===== config.mk =====
export PLATFORM = sky130hd
export DESIGN_NAME = rgb_color_effect
export DESIGN_NICKNAME = d
export VERILOG_FILES = /design/src/sv/rce_pkg.sv /design/src/sv/rce_pipe.sv /design/src/sv/rgb_color_effect.sv
export SDC_FILE = /design/constraint.sdc
export NUM_CORES = 2
export LEC_CHECK = 0
export ABC_AREA = 1
export BUFFER_PORTS_ARGS = -buffer_cell sky130_fd_sc_hd__buf_2
export CAP_MARGIN = 20
export CORE_MARGIN = 2
export CORE_UTILIZATION = 66
export CTS_CLUSTER_SIZE = 25
export DETAILED_ROUTE_END_ITERATION = 12
export PLACE_DENSITY = 0.83
export RECOVER_POWER = 100
export SLEW_MARGIN = 15
export SYNTH_ARGS = -nofsm -noshare
export SYNTH_HDL_FRONTEND = slang
export SYNTH_SLANG_ARGS = --single-unit

===== constraint.sdc =====
create_clock -name clk -period 10.8 [get_ports clk]
set_clock_uncertainty 0.2 [all_clocks]
set_input_delay 1.08 -clock clk [delete_from_list [all_inputs] [get_ports clk]]
set_output_delay 1.08 -clock clk [all_outputs]
set_load 0.005 [all_outputs]

===== src/sv/rce_pkg.sv =====
// rce_pkg: shared types, register codes and fixed-point constants
// for the RGB color effect block. No dependencies.
package rce_pkg;

  localparam int ChanW    = 8;
  localparam int ModeW    = 3;
  localparam int PctW     = 8;
  localparam int CfgIdxW  = 2;
  localparam int CfgDataW = 8;
  localparam int NumChan  = 3;
  localparam int Latency  = 4;

  localparam logic [ChanW-1:0] ChanMax  = 8'd255;
  localparam logic [PctW-1:0]  PctReset = 8'd60;

  typedef enum logic [ModeW-1:0] {
    MODE_NONE       = 3'd0,
    MODE_GRAY       = 3'd1,
    MODE_BLUE_TINT  = 3'd2,
    MODE_RED_TINT   = 3'd3,
    MODE_SEPIA      = 3'd4,
    MODE_BRIGHTEN   = 3'd5
  } effect_mode_t;

  typedef enum logic [CfgIdxW-1:0] {
    REG_EFFECT_MODE = 2'd0,
    REG_BRIGHTEN    = 2'd1
  } cfg_reg_t;

  typedef struct packed {
    logic [ModeW-1:0] mode;
    logic [PctW-1:0]  pct;
  } rce_cfg_t;

  // sepia matrix, thousandths; row = output channel, column = r, g, b
  localparam int CoefW = 10;
  localparam logic [CoefW-1:0] SepCoef [NumChan][NumChan] = '{
    '{10'd393, 10'd769, 10'd189},
    '{10'd349, 10'd686, 10'd168},
    '{10'd272, 10'd534, 10'd131}
  };

  // truncating divides by reciprocal multiply, exact over the value ranges used
  localparam int SumW      = 10;                 // r+g+b <= 765
  localparam int AvgRecipW = 10;
  localparam logic [AvgRecipW-1:0] AvgRecip = 10'd683;   // ceil(2^11/3)
  localparam int AvgShift  = 11;
  localparam int AvgProdW  = SumW + AvgRecipW;

  localparam int SepSumW   = 19;                 // <= 344505
  localparam int SepRecipW = 19;
  localparam logic [SepRecipW-1:0] SepRecip = 19'd268436; // ceil(2^28/1000)
  localparam int SepShift  = 28;
  localparam int SepProdW  = SepSumW + SepRecipW;
  localparam int SepQW     = 9;                  // quotient <= 344

  localparam int BrtProdW  = ChanW + PctW;       // c*p <= 65025
  localparam int BrtRecipW = 18;
  localparam logic [BrtRecipW-1:0] BrtRecip = 18'd167773; // ceil(2^24/100)
  localparam int BrtShift  = 24;
  localparam int BrtMulW   = BrtProdW + BrtRecipW;
  localparam int BrtQW     = 10;                 // quotient <= 650
  localparam int BrtSumW   = BrtQW + 1;

endpackage


===== src/sv/rce_pipe.sv =====
// rce_pipe: four-stage color effect datapath (capture, products,
// reciprocal divides, select and saturate). Depends on rce_pkg.
module rce_pipe (
  input  logic                          clk,
  input  logic                          rst,
  input  logic                          in_valid,
  input  logic [rce_pkg::ChanW-1:0]     in_red,
  input  logic [rce_pkg::ChanW-1:0]     in_green,
  input  logic [rce_pkg::ChanW-1:0]     in_blue,
  input  rce_pkg::rce_cfg_t             cfg,
  output logic                          out_valid,
  output logic [rce_pkg::ChanW-1:0]     out_red,
  output logic [rce_pkg::ChanW-1:0]     out_green,
  output logic [rce_pkg::ChanW-1:0]     out_blue
);

  // stage 1: capture
  logic                          v1;
  logic [rce_pkg::ModeW-1:0]     mode1;
  logic [rce_pkg::PctW-1:0]      pct1;
  logic [rce_pkg::ChanW-1:0]     pix1 [rce_pkg::NumChan];

  // stage 2: sums and products
  logic                          v2;
  logic [rce_pkg::ModeW-1:0]     mode2;
  logic [rce_pkg::ChanW-1:0]     pix2 [rce_pkg::NumChan];
  logic [rce_pkg::SumW-1:0]      sum2;
  logic [rce_pkg::SepSumW-1:0]   sep2 [rce_pkg::NumChan];
  logic [rce_pkg::BrtProdW-1:0]  brt2 [rce_pkg::NumChan];
  logic [rce_pkg::SepSumW-1:0]   sep2_next [rce_pkg::NumChan];
  logic [rce_pkg::BrtProdW-1:0]  brt2_next [rce_pkg::NumChan];

  // stage 3: quotients
  logic                          v3;
  logic [rce_pkg::ModeW-1:0]     mode3;
  logic [rce_pkg::ChanW-1:0]     pix3 [rce_pkg::NumChan];
  logic [rce_pkg::ChanW-1:0]     avg3;
  logic [rce_pkg::SepQW-1:0]     sepq3 [rce_pkg::NumChan];
  logic [rce_pkg::BrtQW-1:0]     brtq3 [rce_pkg::NumChan];
  logic [rce_pkg::AvgProdW-1:0]  avg_prod;
  logic [rce_pkg::SepProdW-1:0]  sep_prod [rce_pkg::NumChan];
  logic [rce_pkg::BrtMulW-1:0]   brt_prod [rce_pkg::NumChan];

  // stage 4: select
  logic [rce_pkg::ChanW-1:0]     sep_sat [rce_pkg::NumChan];
  logic [rce_pkg::ChanW-1:0]     brt_sat [rce_pkg::NumChan];
  logic [rce_pkg::BrtSumW-1:0]   brt_sum [rce_pkg::NumChan];
  logic [rce_pkg::ChanW-1:0]     res_next [rce_pkg::NumChan];

  always_ff @(posedge clk) begin
    if (rst) begin
      v1 <= 1'b0;
      v2 <= 1'b0;
      v3 <= 1'b0;
      out_valid <= 1'b0;
    end else begin
      v1 <= in_valid;
      v2 <= v1;
      v3 <= v2;
      out_valid <= v3;
    end
  end

  always_ff @(posedge clk) begin
    mode1   <= cfg.mode;
    pct1    <= cfg.pct;
    pix1[0] <= in_red;
    pix1[1] <= in_green;
    pix1[2] <= in_blue;
  end

  always_comb begin
    for (int i = 0; i < rce_pkg::NumChan; i++) begin
      sep2_next[i] =
          rce_pkg::SepSumW'(pix1[0]) * rce_pkg::SepSumW'(rce_pkg::SepCoef[i][0])
        + rce_pkg::SepSumW'(pix1[1]) * rce_pkg::SepSumW'(rce_pkg::SepCoef[i][1])
        + rce_pkg::SepSumW'(pix1[2]) * rce_pkg::SepSumW'(rce_pkg::SepCoef[i][2]);
      brt2_next[i] = rce_pkg::BrtProdW'(pix1[i]) * rce_pkg::BrtProdW'(pct1);
    end
  end

  always_ff @(posedge clk) begin
    mode2 <= mode1;
    sum2  <= rce_pkg::SumW'(pix1[0]) + rce_pkg::SumW'(pix1[1]) + rce_pkg::SumW'(pix1[2]);
    for (int i = 0; i < rce_pkg::NumChan; i++) begin
      pix2[i] <= pix1[i];
      sep2[i] <= sep2_next[i];
      brt2[i] <= brt2_next[i];
    end
  end

  always_comb begin
    avg_prod = rce_pkg::AvgProdW'(sum2) * rce_pkg::AvgProdW'(rce_pkg::AvgRecip);
    for (int i = 0; i < rce_pkg::NumChan; i++) begin
      sep_prod[i] = rce_pkg::SepProdW'(sep2[i]) * rce_pkg::SepProdW'(rce_pkg::SepRecip);
      brt_prod[i] = rce_pkg::BrtMulW'(brt2[i]) * rce_pkg::BrtMulW'(rce_pkg::BrtRecip);
    end
  end

  always_ff @(posedge clk) begin
    mode3 <= mode2;
    avg3  <= avg_prod[rce_pkg::AvgShift +: rce_pkg::ChanW];
    for (int i = 0; i < rce_pkg::NumChan; i++) begin
      pix3[i]  <= pix2[i];
      sepq3[i] <= sep_prod[i][rce_pkg::SepShift +: rce_pkg::SepQW];
      brtq3[i] <= brt_prod[i][rce_pkg::BrtShift +: rce_pkg::BrtQW];
    end
  end

  always_comb begin
    for (int i = 0; i < rce_pkg::NumChan; i++) begin
      sep_sat[i] = (sepq3[i] > rce_pkg::SepQW'(rce_pkg::ChanMax))
                 ? rce_pkg::ChanMax : sepq3[i][rce_pkg::ChanW-1:0];
      brt_sum[i] = rce_pkg::BrtSumW'(pix3[i]) + rce_pkg::BrtSumW'(brtq3[i]);
      brt_sat[i] = (brt_sum[i] > rce_pkg::BrtSumW'(rce_pkg::ChanMax))
                 ? rce_pkg::ChanMax : brt_sum[i][rce_pkg::ChanW-1:0];
    end
    for (int i = 0; i < rce_pkg::NumChan; i++) begin
      res_next[i] = pix3[i];
    end
    unique case (mode3)
      rce_pkg::MODE_GRAY: begin
        for (int i = 0; i < rce_pkg::NumChan; i++) res_next[i] = avg3;
      end
      rce_pkg::MODE_BLUE_TINT: begin
        res_next[0] = avg3;
        res_next[1] = avg3;
      end
      rce_pkg::MODE_RED_TINT: begin
        res_next[1] = avg3;
        res_next[2] = avg3;
      end
      rce_pkg::MODE_SEPIA: begin
        for (int i = 0; i < rce_pkg::NumChan; i++) res_next[i] = sep_sat[i];
      end
      rce_pkg::MODE_BRIGHTEN: begin
        for (int i = 0; i < rce_pkg::NumChan; i++) res_next[i] = brt_sat[i];
      end
      default: begin
        for (int i = 0; i < rce_pkg::NumChan; i++) res_next[i] = pix3[i];
      end
    endcase
  end

  always_ff @(posedge clk) begin
    out_red   <= res_next[0];
    out_green <= res_next[1];
    out_blue  <= res_next[2];
  end

endmodule


===== src/sv/rgb_color_effect.sv =====
// rgb_color_effect: per-color effect unit, top level.
// The accepted color is registered through the rce_pipe stages; done marks the result.
// Throughput: one color per cycle; busy stays low, the pipeline never stalls.
// Reset: synchronous, clears the pipeline valid bits, effect_mode to none and
// brighten_percent to 60. Config registers are always ready.
// Depends on rce_pkg and rce_pipe.
module rgb_color_effect (
  input  logic                          clk,
  input  logic                          rst,
  input  logic                          start,
  output logic                          busy,
  input  logic [rce_pkg::ChanW-1:0]     in_red,
  input  logic [rce_pkg::ChanW-1:0]     in_green,
  input  logic [rce_pkg::ChanW-1:0]     in_blue,
  output logic                          done,
  output logic [rce_pkg::ChanW-1:0]     out_red,
  output logic [rce_pkg::ChanW-1:0]     out_green,
  output logic [rce_pkg::ChanW-1:0]     out_blue,
  input  logic                          cfg_valid,
  output logic                          cfg_ready,
  input  logic [rce_pkg::CfgIdxW-1:0]   cfg_index,
  input  logic [rce_pkg::CfgDataW-1:0]  cfg_data
);

  rce_pkg::rce_cfg_t cfg;
  logic              cfg_write;

  assign busy      = 1'b0;
  assign cfg_ready = 1'b1;
  assign cfg_write = cfg_valid && cfg_ready;

  always_ff @(posedge clk) begin
    if (rst) begin
      cfg.mode <= rce_pkg::MODE_NONE;
      cfg.pct  <= rce_pkg::PctReset;
    end else if (cfg_write) begin
      if (cfg_index == rce_pkg::REG_EFFECT_MODE) begin
        cfg.mode <= cfg_data[rce_pkg::ModeW-1:0];
      end
      if (cfg_index == rce_pkg::REG_BRIGHTEN) begin
        cfg.pct <= cfg_data[rce_pkg::PctW-1:0];
      end
    end
  end

  rce_pipe u_pipe (
    .clk       (clk),
    .rst       (rst),
    .in_valid  (start && !busy),
    .in_red    (in_red),
    .in_green  (in_green),
    .in_blue   (in_blue),
    .cfg       (cfg),
    .out_valid (done),
    .out_red   (out_red),
    .out_green (out_green),
    .out_blue  (out_blue)
  );

endmodule


======== Word-level counts from Yosys, hierarchy flattened ========
Memory sizes are Yosys's and may differ from the RTL's.
Cells that the tools add are included.
operators by class
  magnitude comparators ................... 6
  $mul .................................... 19
  reduce and logical (&&, ||, !) cells .... 6
  mux-type cells .......................... 9
  equality and inequality tests ........... 6
  add/sub/neg operators ................... 11
operators by type and width
  operator                                              number
  multiplier 19 x 17 -> 35 bit (second input constant)  3
  multiplier 16 x 18 -> 34 bit (second input constant)  3
  one-hot mux 8 bit (3 select lines)                    3
  multiplier 8 x 9 -> 17 bit (second input constant)    4
  adder 17 x 18 -> 19 bit                               3
  adder 19 x 16 -> 19 bit                               3
  multiplier 8 x 8 -> 16 bit                            3
  two-way mux 8 bit                                     6
  adder 8 x 10 -> 11 bit                                3
  > comparator 11 x 8 -> 1 bit (second input constant)  3
  multiplier 8 x 8 -> 16 bit (second input constant)    2
  > comparator 9 x 8 -> 1 bit (second input constant)   3
  multiplier 8 x 5 -> 13 bit (second input constant)    2
  multiplier 10 x 10 -> 19 bit (second input constant)  1
  multiplier 8 x 10 -> 18 bit (second input constant)   1
  adder 10 x 8 -> 10 bit                                1
  adder 8 x 8 -> 9 bit                                  1
  equality test 3 x 2 -> 1 bit (second input constant)  2
  equality test 3 bit (second input constant)           2
  AND reduction 2 bit                                   2
  OR reduction 2 bit                                    2
  equality test 3 x 1 -> 1 bit (second input constant)  1
  OR reduction 3 bit                                    1
  equality test 2 x 1 -> 1 bit (second input constant)  1
  zero test 2 bit                                       1
storage, ports and cells
  memories kept ........................... 7
  register bits after elaboration ......... 74
  input bits .............................. 38
  bits in writable memories ............... 234
  output and inout bits ................... 27
memories
  memory        depth  bits a word  read ports  clocked after memory_dff  wr ports  RTL line        text
  u_pipe.sep2   3      19           3           0                         3         rce_pipe.sv:28  logic [rce_pkg::SepSumW-1:0] sep2 [rce_pkg::NumChan];
  u_pipe.brt2   3      16           3           0                         3         rce_pipe.sv:29  logic [rce_pkg::BrtProdW-1:0] brt2 [rce_pkg::NumChan];
  u_pipe.brtq3  3      10           3           0                         3         rce_pipe.sv:39  logic [rce_pkg::BrtQW-1:0] brtq3 [rce_pkg::NumChan];
  u_pipe.sepq3  3      9            3           0                         3         rce_pipe.sv:38  logic [rce_pkg::SepQW-1:0] sepq3 [rce_pkg::NumChan];
  u_pipe.pix1   3      8            3           0                         3         rce_pipe.sv:21  logic [rce_pkg::ChanW-1:0] pix1 [rce_pkg::NumChan];
  u_pipe.pix2   3      8            3           0                         3         rce_pipe.sv:26  logic [rce_pkg::ChanW-1:0] pix2 [rce_pkg::NumChan];
  +1 memories   --     --           --          --                        --        --

======== Longest topological paths before layout ========
An unclocked memory read counts as a cell.
  depth after elaboration ................. 5
  mapped depth ............................ 29
  mapped depth without buffers ............ 29

======== Modules after synthesis ========
A second synthesis with hierarchy kept.
unflattened totals
  cells, all modules ...................... 7117
  area, all modules ....................... 58527.4 µm²
by module, submodules not included
  module            area each (µm²)  instances  cells an instance
  rce_pipe          58034.4          1          7048
  rgb_color_effect  493.0            1          69

======== Least setup slack after synthesis ========
OpenSTA, ideal clock, no wires.
  kind .................................... register to register
  from .................................... memory u_pipe.pix1[0][17] (netlist bit)
  to ...................................... memory u_pipe.sep2[0][33] (netlist bit)
  arrival time ............................ 5766 ps
  cell stages (with the launch flop) ...... 23
  clock period less this slack ............ 6039 ps
  path buffers ............................ 0
  path slack .............................. 4761 ps
  cells stage by stage .................... dfxtp_1 ha_1 ha_1 ha_1 ha_1 a21o_1 a31oi_1 xor2_1 inv_1 ha_1 fa_1 inv_1 fa_1 fa_1 fa_1 inv_1 ha_1 a21oi_1 o21ai_0 a21oi_1 nor2_1 nor2_1 xnor2_1
RTL lines
  what             RTL line
  start, declared  rce_pipe.sv:21
  end, declared    rce_pipe.sv:28

==> key figures <==
Die
  – Die width: 302.1 µm
  – Core ar.: between 80000 and 90000 µm²
  – Initial core utilization: 66.46%
  – Site row count: 109
  – Die H: 302.1 µm
  – I/O Pins: 65
  – Die Footprint: between 90000 and 100000 µm²

Logic synthesis
  – Main flop type after synthesis: dfxtp_1
  – Number of flops mapped to enable cells by yosys: 0
  – FF+latch count, synth: about 310
  – Sequential cell area fraction in the yosys report: 10.45%
  – Syn_area_per_cell: 8.173 µm²
  – Post-synthesis cell type count: 49
  – Syn_nets: 9337
  – Synth Instances: 7175
  – Mapped Area: 58640 µm²
  – YS warnings: 0
  – FFs w/ async S/R, synth: 0%

Clocking
  – Max clock buf depth: 3
  – Clock Sinks: approximately 310
  – CTS resizes: 0
  – Total CTS buffers: 40
  – Reg clk slew, reported paths: 0.06 ns
  – Clock latency on the worst-skew pair: 0.60 ns
  – Post-CTS Setup Inserts: 0
  – CTS tree: done
  – Hold Buf Count CTS: 0
  – CTS root buffer: clkbuf_16
  – # H-tree levels: 2

Place
  – Port Buffer Count: between 60 and 70
  – Hpwl dp: 124700 µm
  – Routability congestion estimate: 0.9839

Cells and area
  – Layout area overhead: 5.114%
  – Fraction of layout instances using a drive strength above 1: 1.893%
  – Most frequent cells in the layout: 1826 x inv_1, 1370 x ha_1, 1285 x nand2_1
  – Final nets: 9422
  – Commonest non-fill, non-tap cell in the layout: inv_1

Run status
  – Status: complete, but fails checks
  – Failing checks: capacitance limit, slew limit

GRT
  – Initial antenna violation count: 5
  – First-pass GRT wire length: 243100 µm
  – GRT Total Usage: 33.47%
  – Total congestion overflow: 0
  – Largest net degree at the start of global routing: 25
  – Vias in the first global route: 49170

STA
  – Fmax: 0.1387 GHz
  – Tcrit/Tclk final: between 60% and 70%
  – RSZ-0062 raised after global routing: false
  – Final setup vio count: 0
  – Hold Fails Final Rpt: 0
  – Max_slew headroom: -34.44%
  – Final slew viol count: 250
  – Setup TNS: 0 ns
  – Worst-margin pin slew: 2.017 ns
  – Tmin final: 7.210 ns

Drt
  – DRC errors left: 0
  – Pre-antenna DRT Iters: 6
  – Routed wire length: between 100000 and 150000 µm
  – Post-route ant nets: 0
  – Vias: 47050
  – WL/cell: 17.44 µm
  – Drt via density: 5.564
  – Iter 0 DRT Violations: slightly below 3000

Setup path
  – WS Path Type: register to register
  – Crit-path max FO: 20
  – Required time worst endpoint: roughly 11 ns
  – CP Launch Type: register
  – Crit. End Element: register
  – Worst path arrival time: 7.52 ns

Worst hold path
  – Hold crit path type: register to register

Job
  – Max-cap violations: 12
## synthesized netlist by cell type (all sizes together), types with 2 or more instances
library cell	n	area share (%)
o21ai	175	1.5
nand3b	18	0.23
nand4	42	0.45
a21boi	9	0.12
nand3	250	2.1
ha	1370	29
clkbuf	40	0.26
a31oi	19	0.20
nor4	20	0.21
or2	5	0.053
o2111ai	4	0.060
conb	2	0.013
xnor2	47	0.70
inv	1833	12
o21a	4	0.051
a21o	17	0.22
a211oi	12	0.15
o21bai	32	0.41
o211ai	3	0.038
a21oi	355	3.0
and2	2	0.021
buf	11	0.12
nor2	401	2.6
nor3b	2	0.026
nor3	50	0.43
o31ai	3	0.038
fa	754	26
xor2	95	1.4
nand2	1287	8.3
dfxtp	306	10
## worst max-delay path, stage by stage, from the launching register on
cell	delay, ns
dfxtp_1	0.31
clkbuf_1	0.97
ha_1	0.41
ha_1	0.32
ha_1	0.29
ha_1	0.36
a21o_1	0.21
a31oi_1	0.17
xor2_1	0.17
inv_1	0.06
ha_1	0.29
fa_1	0.51
inv_1	0.05
fa_1	0.47
fa_1	0.52
fa_1	0.54
inv_1	0.04
ha_1	0.34
a21oi_1	0.22
o21ai_0	0.14
a21oi_1	0.21
nor2_1	0.06
nor2_1	0.12
xnor2_1	0.12
## path summary, 6_finish.rpt
| path | start | to | slack [ns] | cells after the start |
|---|---|---|---|---|
| min reg2reg | u_pipe.mode1[2] | u_pipe.mode2[2] | 0.12 | 0 |
| min | u_pipe.mode1[2] | u_pipe.mode2[2] | 0.12 | 0 |
| max | u_pipe.pix1[0][17] | u_pipe.sep2[0][33] | 3.59 | 23 |
| max reg2reg | u_pipe.pix1[0][17] | u_pipe.sep2[0][33] | 3.59 | 23 |
## flip-flops by register name, summed over array words and instances, names as in the netlist, 8 cells and up
register and flops:
u_pipe.pix3 24, u_pipe.out_green 8, u_pipe.sep2 57, u_pipe.sum2 10, u_pipe.sepq3 27, u_pipe.out_red 8, u_pipe.pix2 22, cfg 11
u_pipe.avg3 8, u_pipe.brtq3 30, u_pipe.pct1 8, u_pipe.out_blue 8, u_pipe.brt2 48, u_pipe.pix1 24
## logic make-up after synthesis
group / Yosys count / synth area share (%)
AO/OA/AOI/OAI: 637 / 5.887
XOR/XNOR: 142 / 2.121
adder cells (fa/ha/maj): 2124 / 54.97
buffers and inverters: 1884 / 12.11
flip-flops: 306 / 10.45
other: 2 / 0.01281
AND/OR/NAND/NOR: 2080 / 14.45
## stage by stage
stage	setup WS [ns]	util (%)	cell area, µm²	std cells	hold slack (ns)
after global routing	3.198	69.86	61640	8455	0.1298
after floorplan	4.761	-	58640	7175	0.1096
after CTS	4.252	70.00	61760	8455	0.1185
final	3.590	69.86	61640	8456	0.1176
after detailed placement	4.264	68.48	60430	8383	0.1121
after global placement	4.361	68.47	60420	8382	0.1100
## routing by layer
layer / vias up / GRT usage (%) / wire (µm)
met5: - / 0 / 54
li1: 22500 / - / -
met3: 434 / 5.092 / 10860
met2: 1671 / 56.25 / 68980
met1: 22440 / 43.38 / 61300
met4: 8 / 13.41 / 6249
## layout make-up
class,instances,area [µm²]
Clock buffer,52,1129
Sequential cell,306,6127
Timing Repair Buffer,94,437.9
Tap cell,1165,1458
Multi-Input combinational cell,4985,45400
Inverter,1833,6880
Fill cell,6902,26600
Antenna cell,1,2.502
Clock inverter,20,207.7
Power is left out: the tool's default activity adds up to more than one toggle a clock period on the data nets, which glitch-free logic cannot reach.
